$ cat config.mk
export PLATFORM = sky130hd
export DESIGN_NAME = buzzer_alert_pattern_sequencer
export DESIGN_NICKNAME = d
export VERILOG_FILES = /design/src/rtl/bap_pkg.sv /design/src/rtl/buzzer_alert_pattern_sequencer.sv /design/src/rtl/bap_residue.sv /design/src/rtl/bap_core.sv
export SDC_FILE = /design/constraint.sdc
export NUM_CORES = 1
export LEC_CHECK = 0
export BUFFER_PORTS_ARGS = -buffer_cell sky130_fd_sc_hd__buf_2
export CAP_MARGIN = 20
export CORE_MARGIN = 2
export CORE_UTILIZATION = 60
export DETAILED_ROUTE_END_ITERATION = 10
export GPL_TIMING_DRIVEN = 1
export HOLD_SLACK_MARGIN = 0.03
export PLACE_DENSITY = 0.79
export SLEW_MARGIN = 20
export SYNTH_ARGS = -nofsm -noshare
export SYNTH_HDL_FRONTEND = slang
export SYNTH_HIERARCHICAL = 1
export SYNTH_SLANG_ARGS = --single-unit
$ cat constraint.sdc
create_clock -name clock -period 19.42 [get_ports clock]
set_input_delay 5.826 -clock clock [delete_from_list [all_inputs] [get_ports clock]]
set_output_delay 5.826 -clock clock [all_outputs]
set_load 0.05 [all_outputs]
$ cat src/rtl/bap_pkg.sv
`default_nettype none

package bap_pkg;

   typedef enum logic [2:0] {
      PAT_OFF      = 3'd0,
      PAT_ARMED    = 3'd1,
      PAT_DISARMED = 3'd2,
      PAT_LOWVOLT  = 3'd3,
      PAT_CRITICAL = 3'd4,
      PAT_FAILSAFE = 3'd5,
      PAT_CALIB    = 3'd6
   } pattern_type;

   localparam logic REQ_SET  = 1'b0;
   localparam logic REQ_TICK = 1'b1;

   localparam int TIME_W   = 32;
   localparam int RES_W    = 10;
   localparam int SUM_W    = 18;
   localparam int FOLD_W   = 13;
   localparam int TRIM_W   = 11;
   localparam int DIFF_W   = 12;

   localparam logic [TIME_W-1:0] T_100  = 32'd100;
   localparam logic [TIME_W-1:0] T_200  = 32'd200;
   localparam logic [TIME_W-1:0] T_300  = 32'd300;
   localparam logic [TIME_W-1:0] T_400  = 32'd400;

   // residues modulo one thousand
   localparam logic [SUM_W-1:0]  W_BYTE2   = 18'd536;
   localparam logic [SUM_W-1:0]  W_BYTE3   = 18'd216;
   localparam logic [FOLD_W-1:0] W_FOLD    = 13'd24;
   localparam logic [TRIM_W-1:0] MOD_BASE  = 11'd1000;
   localparam logic signed [DIFF_W-1:0] D_BASE = 12'sd1000;
   localparam logic signed [DIFF_W-1:0] D_WRAP = 12'sd296;

   localparam logic [RES_W-1:0] R_100 = 10'd100;
   localparam logic [RES_W-1:0] R_200 = 10'd200;
   localparam logic [RES_W-1:0] R_300 = 10'd300;
   localparam logic [RES_W-1:0] R_400 = 10'd400;
   localparam logic [RES_W-1:0] R_500 = 10'd500;
   localparam logic [RES_W-1:0] R_600 = 10'd600;
   localparam logic [RES_W-1:0] R_700 = 10'd700;
   localparam logic [RES_W-1:0] R_800 = 10'd800;
   localparam logic [RES_W-1:0] R_900 = 10'd900;

   typedef struct packed {
      logic              req_type;
      logic [2:0]        new_pattern;
      logic [TIME_W-1:0] now_ms;
   } req_data_type;

   typedef struct packed {
      logic       pin_level;
      logic [2:0] active_pattern;
   } rsp_data_type;

   typedef struct packed {
      req_data_type     req;
      logic [RES_W-1:0] now_res;
   } item_type;

   typedef struct packed {
      req_data_type     req;
      logic [SUM_W-1:0] part_sum;
   } part_type;

endpackage

`default_nettype wire

$ cat src/rtl/buzzer_alert_pattern_sequencer.sv
`default_nettype none

// Buzzer alert pattern sequencer. Each request item is either a pattern set
// or an update tick stamped with a wrapping millisecond count; every item
// returns exactly one result with the buzzer pin level and the active
// pattern after it. One item is accepted per clock cycle while the result
// side is not stalling; each item passes two stages that reduce the
// timestamp modulo one thousand, then the pattern state update into the
// result register. Back-pressure on the result side stalls the whole
// pipeline. Reset silences the pin and selects the off pattern.
module buzzer_alert_pattern_sequencer (
   input  wire                   clock,
   input  wire                   reset,
   input  wire                   req_valid,
   output logic                  req_ready,
   input  bap_pkg::req_data_type req_data,
   output logic                  rsp_valid,
   input  wire                   rsp_ready,
   output bap_pkg::rsp_data_type rsp_data
);

   logic              mid_valid;
   logic              mid_ready;
   bap_pkg::item_type mid_item;

   bap_residue u_residue (
      .clock     (clock),
      .reset     (reset),
      .in_valid  (req_valid),
      .in_ready  (req_ready),
      .in_item   (req_data),
      .out_valid (mid_valid),
      .out_ready (mid_ready),
      .out_item  (mid_item)
   );

   bap_core u_core (
      .clock     (clock),
      .reset     (reset),
      .in_valid  (mid_valid),
      .in_ready  (mid_ready),
      .in_item   (mid_item),
      .rsp_valid (rsp_valid),
      .rsp_ready (rsp_ready),
      .rsp_data  (rsp_data)
   );

endmodule

`default_nettype wire

$ cat src/rtl/bap_residue.sv
`default_nettype none

module bap_residue (
   input  wire                   clock,
   input  wire                   reset,
   input  wire                   in_valid,
   output logic                  in_ready,
   input  bap_pkg::req_data_type in_item,
   output logic                  out_valid,
   input  wire                   out_ready,
   output bap_pkg::item_type     out_item
);

   logic                         s1_valid_ff, s1_valid_in;
   bap_pkg::part_type            s1_data_ff, s1_data_in;
   logic                         s2_valid_ff, s2_valid_in;
   bap_pkg::item_type            s2_data_ff, s2_data_in;
   logic                         s2_take, s1_take;
   logic [bap_pkg::SUM_W-1:0]    b0, b1, b2, b3;
   logic [bap_pkg::FOLD_W-1:0]   fold1;
   logic [bap_pkg::TRIM_W-1:0]   fold2;

   assign s2_take  = !s2_valid_ff || out_ready;
   assign s1_take  = !s1_valid_ff || s2_take;
   assign in_ready = s1_take;

   // byte weights of a 32-bit word reduced modulo one thousand
   always_comb begin
      b0 = {10'd0, in_item.now_ms[7:0]};
      b1 = {2'd0, in_item.now_ms[15:8], 8'd0};
      b2 = {10'd0, in_item.now_ms[23:16]} * bap_pkg::W_BYTE2;
      b3 = {10'd0, in_item.now_ms[31:24]} * bap_pkg::W_BYTE3;
      s1_data_in.req      = in_item;
      s1_data_in.part_sum = b0 + b1 + b2 + b3;
      s1_valid_in         = s1_take ? in_valid : s1_valid_ff;
   end

   // 1024 is 24 modulo one thousand: fold twice, then one trim
   always_comb begin
      fold1 = {3'd0, s1_data_ff.part_sum[9:0]}
            + {5'd0, s1_data_ff.part_sum[17:10]} * bap_pkg::W_FOLD;
      fold2 = {1'b0, fold1[9:0]} + 11'(({10'd0, fold1[12:10]}) * bap_pkg::W_FOLD);
      s2_data_in.req     = s1_data_ff.req;
      s2_data_in.now_res = (fold2 >= bap_pkg::MOD_BASE) ?
                           bap_pkg::RES_W'(fold2 - bap_pkg::MOD_BASE) :
                           bap_pkg::RES_W'(fold2);
      s2_valid_in        = s2_take ? s1_valid_ff : s2_valid_ff;
   end

   always_ff @(posedge clock) begin
      if (reset) begin
         s1_valid_ff <= 1'b0;
         s2_valid_ff <= 1'b0;
      end else begin
         s1_valid_ff <= s1_valid_in;
         s2_valid_ff <= s2_valid_in;
      end
   end

   always_ff @(posedge clock) begin
      if (s1_take) begin
         s1_data_ff <= s1_data_in;
      end
      if (s2_take) begin
         s2_data_ff <= s2_data_in;
      end
   end

   assign out_valid = s2_valid_ff;
   assign out_item  = s2_data_ff;

endmodule

`default_nettype wire

$ cat src/rtl/bap_core.sv
`default_nettype none

module bap_core (
   input  wire                   clock,
   input  wire                   reset,
   input  wire                   in_valid,
   output logic                  in_ready,
   input  bap_pkg::item_type     in_item,
   output logic                  rsp_valid,
   input  wire                   rsp_ready,
   output bap_pkg::rsp_data_type rsp_data
);

   bap_pkg::pattern_type           pattern_ff, pattern_in;
   logic [bap_pkg::TIME_W-1:0]     start_ff, start_in;
   logic [bap_pkg::RES_W-1:0]      start_res_ff, start_res_in;
   logic                           gap_ff, gap_in;
   logic [1:0]                     beeps_ff, beeps_in;
   logic                           pin_ff, pin_in;
   logic                           rsp_valid_ff, rsp_valid_in;
   bap_pkg::rsp_data_type          rsp_data_ff;
   logic                           advance;
   logic [bap_pkg::TIME_W-1:0]     elapsed;
   logic signed [bap_pkg::DIFF_W-1:0] diff;
   logic [bap_pkg::RES_W-1:0]      e_res;
   logic                           lowvolt_on, critical_on;
   bap_pkg::req_data_type          req;

   assign req      = in_item.req;
   assign in_ready = !rsp_valid_ff || rsp_ready;
   assign advance  = in_valid && in_ready;

   // elapsed time and its residue modulo one thousand; 2^32 leaves 296
   always_comb begin
      elapsed = req.now_ms - start_ff;
      diff    = $signed({2'b00, in_item.now_res}) - $signed({2'b00, start_res_ff});
      if (req.now_ms < start_ff) begin
         diff = diff + bap_pkg::D_WRAP;
      end
      if (diff < 0) begin
         diff = diff + bap_pkg::D_BASE;
      end else if (diff >= bap_pkg::D_BASE) begin
         diff = diff - bap_pkg::D_BASE;
      end
      e_res       = bap_pkg::RES_W'(diff);
      lowvolt_on  = e_res < bap_pkg::R_200;
      critical_on = (e_res < bap_pkg::R_100)
                 || (e_res >= bap_pkg::R_200 && e_res < bap_pkg::R_300)
                 || (e_res >= bap_pkg::R_400 && e_res < bap_pkg::R_500)
                 || (e_res >= bap_pkg::R_600 && e_res < bap_pkg::R_700)
                 || (e_res >= bap_pkg::R_800 && e_res < bap_pkg::R_900);
   end

   always_comb begin
      pattern_in   = pattern_ff;
      start_in     = start_ff;
      start_res_in = start_res_ff;
      gap_in       = gap_ff;
      beeps_in     = beeps_ff;
      pin_in       = pin_ff;
      if (req.req_type == bap_pkg::REQ_SET) begin
         // code seven and a repeat of the active pattern are ignored
         if (req.new_pattern <= bap_pkg::PAT_CALIB && req.new_pattern != pattern_ff) begin
            pattern_in   = bap_pkg::pattern_type'(req.new_pattern);
            start_in     = req.now_ms;
            start_res_in = in_item.now_res;
            gap_in       = 1'b0;
            beeps_in     = 2'd0;
            if (req.new_pattern == bap_pkg::PAT_OFF) begin
               pin_in = 1'b0;
            end
         end
      end else begin
         unique case (pattern_ff)
            bap_pkg::PAT_OFF: begin
               pin_in = 1'b0;
            end
            bap_pkg::PAT_ARMED: begin
               if (elapsed < bap_pkg::T_100) begin
                  pin_in = 1'b1;
               end else if (elapsed < bap_pkg::T_200) begin
                  pin_in = 1'b0;
               end else begin
                  pattern_in = bap_pkg::PAT_OFF;
               end
            end
            bap_pkg::PAT_DISARMED: begin
               if (elapsed < bap_pkg::T_300) begin
                  pin_in = 1'b1;
               end else if (elapsed < bap_pkg::T_400) begin
                  pin_in = 1'b0;
               end else begin
                  pattern_in = bap_pkg::PAT_OFF;
               end
            end
            bap_pkg::PAT_LOWVOLT: begin
               pin_in = lowvolt_on;
            end
            bap_pkg::PAT_CRITICAL: begin
               pin_in = critical_on;
            end
            bap_pkg::PAT_FAILSAFE: begin
               pin_in = 1'b1;
            end
            bap_pkg::PAT_CALIB: begin
               if (beeps_ff < 2'd2) begin
                  if (!gap_ff) begin
                     if (elapsed < bap_pkg::T_100) begin
                        pin_in = 1'b1;
                     end else begin
                        pin_in       = 1'b0;
                        gap_in       = 1'b1;
                        start_in     = req.now_ms;
                        start_res_in = in_item.now_res;
                     end
                  end else if (elapsed > bap_pkg::T_100) begin
                     gap_in       = 1'b0;
                     start_in     = req.now_ms;
                     start_res_in = in_item.now_res;
                     beeps_in     = beeps_ff + 2'd1;
                  end
               end else begin
                  pattern_in = bap_pkg::PAT_OFF;
               end
            end
            default: begin
               pin_in = 1'b0;
            end
         endcase
      end
   end

   always_comb begin
      if (advance) begin
         rsp_valid_in = 1'b1;
      end else if (rsp_ready) begin
         rsp_valid_in = 1'b0;
      end else begin
         rsp_valid_in = rsp_valid_ff;
      end
   end

   always_ff @(posedge clock) begin
      if (reset) begin
         pattern_ff   <= bap_pkg::PAT_OFF;
         start_ff     <= '0;
         start_res_ff <= '0;
         gap_ff       <= 1'b0;
         beeps_ff     <= 2'd0;
         pin_ff       <= 1'b0;
         rsp_valid_ff <= 1'b0;
      end else begin
         rsp_valid_ff <= rsp_valid_in;
         if (advance) begin
            pattern_ff   <= pattern_in;
            start_ff     <= start_in;
            start_res_ff <= start_res_in;
            gap_ff       <= gap_in;
            beeps_ff     <= beeps_in;
            pin_ff       <= pin_in;
         end
      end
   end

   always_ff @(posedge clock) begin
      if (advance) begin
         rsp_data_ff.pin_level      <= pin_in;
         rsp_data_ff.active_pattern <= pattern_in;
      end
   end

   assign rsp_valid = rsp_valid_ff;
   assign rsp_data  = rsp_data_ff;

endmodule

`default_nettype wire
# Word level (Yosys, flattened, before mapping)
# Cells that the tools add are included.
# word_totals
regBits	156
inputBits	40
out_inout_bits	6
wordCells	143
# classes
n_addsub	12
multipliers	4
n_lt_le_gt_ge	21
n_eq_ne	13
mux	52
n_reduce_logical	22
# ops
op	count
$mux W32	7
$mux W10	10
$lt A32 B9 Y1 const B	2
$gt A32 B7 Y1 const B	1
$lt A32 B32 Y1	1
$lt A32 B7 Y1 const B	1
$lt A32 B8 Y1 const B	1
$sub A32 B32 Y32	1
$mux W3	7
$ge A10 B10 Y1 const B	2
$lt A10 B10 Y1 const B	2
$lt A10 B9 Y1 const B	2
$mux W1	19
$add A18 B16 Y18	1
$add A18 B18 Y18	1
$add A8 B16 Y17	1
$mul A8 B7 Y15 const B	1
$add A10 B13 Y13	1
$mul A8 B5 Y13 const B	1
$add A12 B10 Y12 const B	1
$ge A12 B11 Y1 const B	1
$lt A12 B1 Y1 const B	1
$mux W12	1
$mux W2	6
other kinds (31)	52

# Logic depth before layout (Yosys ltp)
# Gate-level depths: netlist of the first run.
# depth
depth_word	14
ltp_mapped	25
ltp_nobuf	25

# By module
# Netlist of the first run, hierarchy kept.
# modules_own_cells
module	n_inst	cells_per_inst	area_per_inst_um2
bap_residue	1	555	6577.6
bap_core	1	829	6129.6

# Worst setup path after synthesis of the first run
# Ideal clock, no wire load.
# synth_timing
kind	in2out
from	input port rsp_ready
to	output port req_ready
arrival_time_ns	7.436
t_required_ns	13.594
path_slack_ns	6.158
cell_stages	3
n_path_buf	0
path_cell_list	nand2b_1 -> nor2b_1 -> nand2_1
# synth_via
elab_chain_cells	3
# synth_rtl
element	line	source
start, declared	buzzer_alert_pattern_sequencer.sv:18	input wire rsp_ready,
$logic_or A1 B1 Y1	bap_core.sv:30	assign in_ready = !rsp_valid_ff || rsp_ready;
$logic_or A1 B1 Y1	bap_residue.sv:23	assign s2_take = !s2_valid_ff || out_ready;
$logic_or A1 B1 Y1	bap_residue.sv:24	assign s1_take = !s1_valid_ff || s2_take;
end, declared	buzzer_alert_pattern_sequencer.sv:15	output logic req_ready,
# Every way passes these cells.

# Worst setup path after layout of the first run
# layout_timing
from	input port rsp_ready
to	output port req_ready
# layout_via
elab_chain_cells	3
# layout_rtl
element	line	source
$logic_or A1 B1 Y1	bap_core.sv:30	
via mid_ready	buzzer_alert_pattern_sequencer.sv:23	logic mid_ready;
$logic_or A1 B1 Y1	bap_residue.sv:23	
$logic_or A1 B1 Y1	bap_residue.sv:24	
# The timed path passes the listed nets, and every way through them passes these cells.

==> impl_metrics.yaml, run 1 <==
outcome:
  status: "complete, no violations"
synthesis:
  synthCells: 1384
  synth_largest_area_cell: "edfxtp_1"
  synthFlopType: "edfxtp_1"
  synth-edff-count: 98
  avgSynthCellArea_um2: 9.18
  synth.net_count: 1590
  synth_seq_cells: 150
  netlist_area_um2: 12700
  synth_area_leaders: "edfxtp_1, ha_1, dfxtp_1, fa_1, inv_1"
  seq_area_frac_synth_pct: 31.4
  synth_warnings: 6
  synth_cell_type_count: 99
  async_flop_share_pct: 0
  synth_top_cell_area_share_pct: 23.2
setup_path:
  worstSetupPathType: "input port to output pin"
  cp-end-kind: "output pin"
  regToRegStartpoint: "u_residue/out_item[10]$_DFFE_PP_"
  crit_fanout: 4
  cp-startpoint: "rsp_ready"
  start_kind: "input port"
  crit_arrival_ns: 6.84
  path_cells: "buf_2, nand2b_1, nor2b_1, nand2_2, buf_2"
  r2r_slack_ns: 13.51
  reg2regPathDepth: 20
  critPathRequiredTime_ns: 13.59
  r2r-end: "u_core/pin_ff$_SDFFE_PP0P_"
  slowest_delay_ns: 0.27
  cpMaxStageDelayCell: "nor2b_1"
  cp_common_cell: "buf_2"
floorplanning:
  coreArea_um2: 20900
  dieWidth_um: 150
  die_area_um2: 22400
  ios: 46
  start_util_pct: 60.8
  die_h_um: 150
  row_count: 53
place:
  dpl.hpwl_um: 21400
  io_buffers: 45
  gp_congestion: 0.921
routing:
  ant_nets: 0
  drt_wl_total_um: 28300
  drtPass1Iterations: 5
  num_vias: 10300
  drt-initial-drc-count: 727
  drc_errors: 0
  vias_per_cell: 6.07
  routedWlPerCell_um: 16.7
cts:
  numCtsBuffers: 17
  htree_levels: 4
  cts-resized-gates: 0
  holdBufCountCts: 0
  clkTransAtPathRegs_ns: 0.06
  cts_tree: "yes"
  post_cts_buffers: 0
  clk_latency_ns: 0.44
  cts.sinks: 150
  cts_root_buf: "clkbuf_16"
  clockBufferDepth: 2
global_route:
  grt_pass1_vias: 9704
  grt_start_max_net_pins: 53
  grt_pass1_wl_um: 46700
  grt-ovfl-total: 0
  grt_use_total_pct: 26.0
  antenna_found_initial: 0
layout:
  drive_above_1_share_pct: 8.70
  syn_to_final_growth_pct: 8.17
  fillers: 1643
  final_util_pct: 65.8
  seq_area_um2: 3980
  fin_nets: 1618
  multi_input_area_um2: 7970
  final_cell_mix: "inv_1, nor2_1, ha_1, edfxtp_1, a21oi_1"
  antennaDiodeCount: 0
sta:
  hold_viol: 0
  relSlewSlack_pct: 31.5
  setup_viol: 0
  finalSetupTns_ns: 0
  min_period_ns: 12.67
  holdWs_ns: 0.419
  period_share_pct: 65.2
  tightest_slew_ns: 1.03
  grt_setup_unrepaired: "no"
  clock.fmax_mhz: 79.0
  maxSlewViolCount: 0
  fin_skew_ns: 0.0133
worst_hold_path:
  holdPathStages: 0
  min_from: "u_residue/s1_data_ff[28]$_DFFE_PP_"
  worstHoldPathType: "register to register"
  holdPathEnd: "u_residue/out_item[20]$_DFFE_PP_"
job:
  maxCapViolCount: 0
[layout make-up]
type	instances	area share [%]
Multi-Input combinational cell	1049	58.0
Sequential cell	150	29.0
Inverter	146	3.99
Clock buffer	18	3.12
Tap cell	275	2.50
Timing Repair Buffer	48	1.80
Clock inverter	14	1.59
[metrics by stage]
| step | setup slack (ns) | instance area, µm² | instances |
|---|---|---|---|
| 5_1_grt | 6.69 | 13700 | 1700 |
| 4_1_cts | 6.75 | 13700 | 1700 |
| 6_report | 6.75 | 13700 | 1700 |
| 3_5_place_dp | 6.76 | 13100 | 1668 |
| 3_3_place_gp | 6.78 | 13100 | 1668 |
| 2_1_floorplan | 6.16 | 12700 | 1384 |
[cell usage after synthesis (all sizes together) (7+ instances only)]
cell and n:
a211oi 17, a21boi 7, a21o 28, a21oi 99, a31oi 16, and3 9, buf 25, clkbuf 14
dfxtp 52, edfxtp 98, fa 29, ha 137, inv 145, mux2i 43, nand2 67, nand2b 14
nand3 27, nand4 14, nor2 144, nor2b 18, nor3 32, nor3b 8, nor4 13, o2111ai 7
o211ai 10, o21a 15, o21ai 83, o21bai 10, o22ai 7, o31a 7, o31ai 8, or3 9
xnor2 64, xor2 20
[flip-flops by register name (all words and copies together) (netlist names), 2 cells and up]
name and cells:
u_core/start_ff 32, u_core/beeps_ff 2, u_core/pattern_ff 3, u_core/start_res_ff 10, u_residue/s1_data_ff 51, u_core/rsp_data 4, u_residue/out_item 43
[how the worst max path moves through the flow]
stage                end  slack, ns
3_5_place_dp   req_ready       6.76
4_1_cts        req_ready       6.75
5_1_grt        req_ready       6.69
6_report       req_ready       6.75
3_3_place_gp   req_ready       6.78
2_1_floorplan  req_ready       6.16
[routing by layer]
| layer | track usage [%] | vias up | routed length [µm] |
|---|---|---|---|
| met5 | 0 | - | 0 |
| met4 | 10.0 | 0 | 721 |
| met3 | 3.05 | 52 | 1260 |
| met2 | 43.2 | 305 | 13500 |
| met1 | 35.0 | 4902 | 12900 |
| li1 | - | 5063 | - |
[critical path: cells and delay by family]
family,cells,cell delay (ns)
and+or+nand+nor,3,0.65
buffers and inverters,2,0.35
[cell families after synthesis]
kind of cell / Yosys count / synth area share (%)
xor+xnor: 84 / 5.97
compound gates: 368 / 19.8
simple gates: 385 / 15.1
buf+inv: 185 / 6.01
mux: 46 / 3.74
flops: 150 / 31.4
fa+ha+maj: 166 / 18.1
Power of run 1 is not shown: default switching activity piles up to over one toggle a cycle in this logic, so the estimate is an artifact.
==> run 2: changes to the inputs <==
Clock period 19.42 ns to 12.9 ns, I/O delays scaled along.
==> impl_metrics.yaml, run 2 (same netlist as run 1, synthesis figures left out) <==
outcome:
  status: "complete, no violations"
layout:
  drive_above_1_share_pct: 8.77
  final_cell_mix: "inv_1, nor2_1, ha_1, edfxtp_1, a21oi_1"
  fillers: 1659
  largest_reg_flops: 51
  fin_nets: 1618
  antennaDiodeCount: 0
  top_register: "u_residue/s1_data_ff"
  syn_to_final_growth_pct: 8.15
routing:
  drtPass1Iterations: 5
  vias_per_cell: 5.98
  ant_nets: 0
  num_vias: 10200
  routedWlPerCell_um: 16.4
  drt-initial-drc-count: 682
  drt_wl_total_um: 27800
  drc_errors: 0
setup_path:
  start_kind: "input port"
  reg2regPathDepth: 20
  critPathRequiredTime_ns: 9.03
  worstSetupPathType: "input port to output pin"
  crit_arrival_ns: 4.87
  r2r_slack_ns: 7.07
  regToRegStartpoint: "u_residue/out_item[10]$_DFFE_PP_"
  r2r-end: "u_core/pin_ff$_SDFFE_PP0P_"
  crit_fanout: 4
  cp-end-kind: "output pin"
floorplanning:
  row_count: 53
  dieWidth_um: 150
  coreArea_um2: 20900
  ios: 46
  die_h_um: 150
  die_area_um2: 22400
  start_util_pct: 60.8
sta:
  hold_viol: 0
  clock.fmax_mhz: 114
  min_period_ns: 8.74
  maxSlewViolCount: 0
  setup_viol: 0
  tightest_slew_ns: 0.980
  grt_setup_unrepaired: "no"
  fin_skew_ns: 0.00793
  relSlewSlack_pct: 34.7
  finalSetupTns_ns: 0
  period_share_pct: 67.8
cts:
  holdBufCountCts: 0
  post_cts_buffers: 0
  cts.sinks: 150
  cts_root_buf: "clkbuf_16"
  cts-resized-gates: 0
  clockBufferDepth: 2
  cts_tree: "yes"
  clkTransAtPathRegs_ns: 0.07
  clk_latency_ns: 0.43
  numCtsBuffers: 17
  htree_levels: 4
place:
  dpl.hpwl_um: 21300
  io_buffers: 45
  gp_congestion: 0.919
job:
  maxCapViolCount: 0
worst_hold_path:
  worstHoldPathType: "register to register"
  holdPathStages: 0
  holdPathEnd: "u_residue/out_item[41]$_DFFE_PP_"
  min_from: "u_residue/s1_data_ff[49]$_DFFE_PP_"
global_route:
  antenna_found_initial: 0
  grt_pass1_wl_um: 45800
  grt_use_total_pct: 25.6
  grt-ovfl-total: 0
  grt_start_max_net_pins: 53
  grt_pass1_vias: 9542
-- run 2: cell count changes in the layout (fill, tap and decap cells not counted) --
cell,delta
clkbuf_8,+1
inv_6,+1
clkinv_2,-1
clkinv_4,-1
inv_8,+2
bufinv_16,-1
clkbuf_1,-1
-- run 2: worst max path at each step --
stage | startpoint | end | slack (ns) | cells past startpoint
floorplan | rsp_ready | req_ready | 3.55 | 3
global placement | rsp_ready | req_ready | 4.17 | 5
detailed placement | req_data[26] | u_residue/s1_data_ff[17]$_DFFE_PP_ | 4.09 | 19
CTS | rsp_ready | req_ready | 4.15 | 5
global route | rsp_ready | req_ready | 4.10 | 5
finish | rsp_ready | req_ready | 4.16 | 5
-- run 2: critical path, stage by stage --
cell      delay, ns
buf_2          0.09
nand2b_1       0.16
nor2b_1        0.27
nand2_2        0.21
buf_2          0.26
-- run 2: metal layers --
metal / GRT usage [%] / wire, µm / up-vias
met4: 9.10 / 722 / 0
li1: - / - / 5061
met2: 42.7 / 13100 / 264
met5: 0 / 0 / -
met3: 3.90 / 1320 / 52
met1: 33.9 / 12700 / 4791
-- run 2: cell type report --
type	count	area (µm²)	share of cell area, %
Sequential cell	150	3980	29.0
Timing Repair Buffer	48	248	1.80
Clock buffer	18	439	3.20
Tap cell	275	344	2.50
Multi-Input combinational cell	1049	7970	58.0
Inverter	146	548	3.99
Clock inverter	14	206	1.50
-- run 2: metrics by stage --
stage	hold WS [ns]	cell area, µm²	std cells	setup slack, ns	utilization [%]
after floorplan	0.400	12700	1384	3.55	-
after global placement	0.401	13100	1668	4.17	62.7
after detailed placement	0.405	13100	1668	4.09	62.7
after CTS	0.421	13700	1700	4.15	65.8
after global routing	0.423	13700	1700	4.10	65.8
final	0.420	13700	1700	4.16	65.8
Power of run 2 is left out for the same reason.
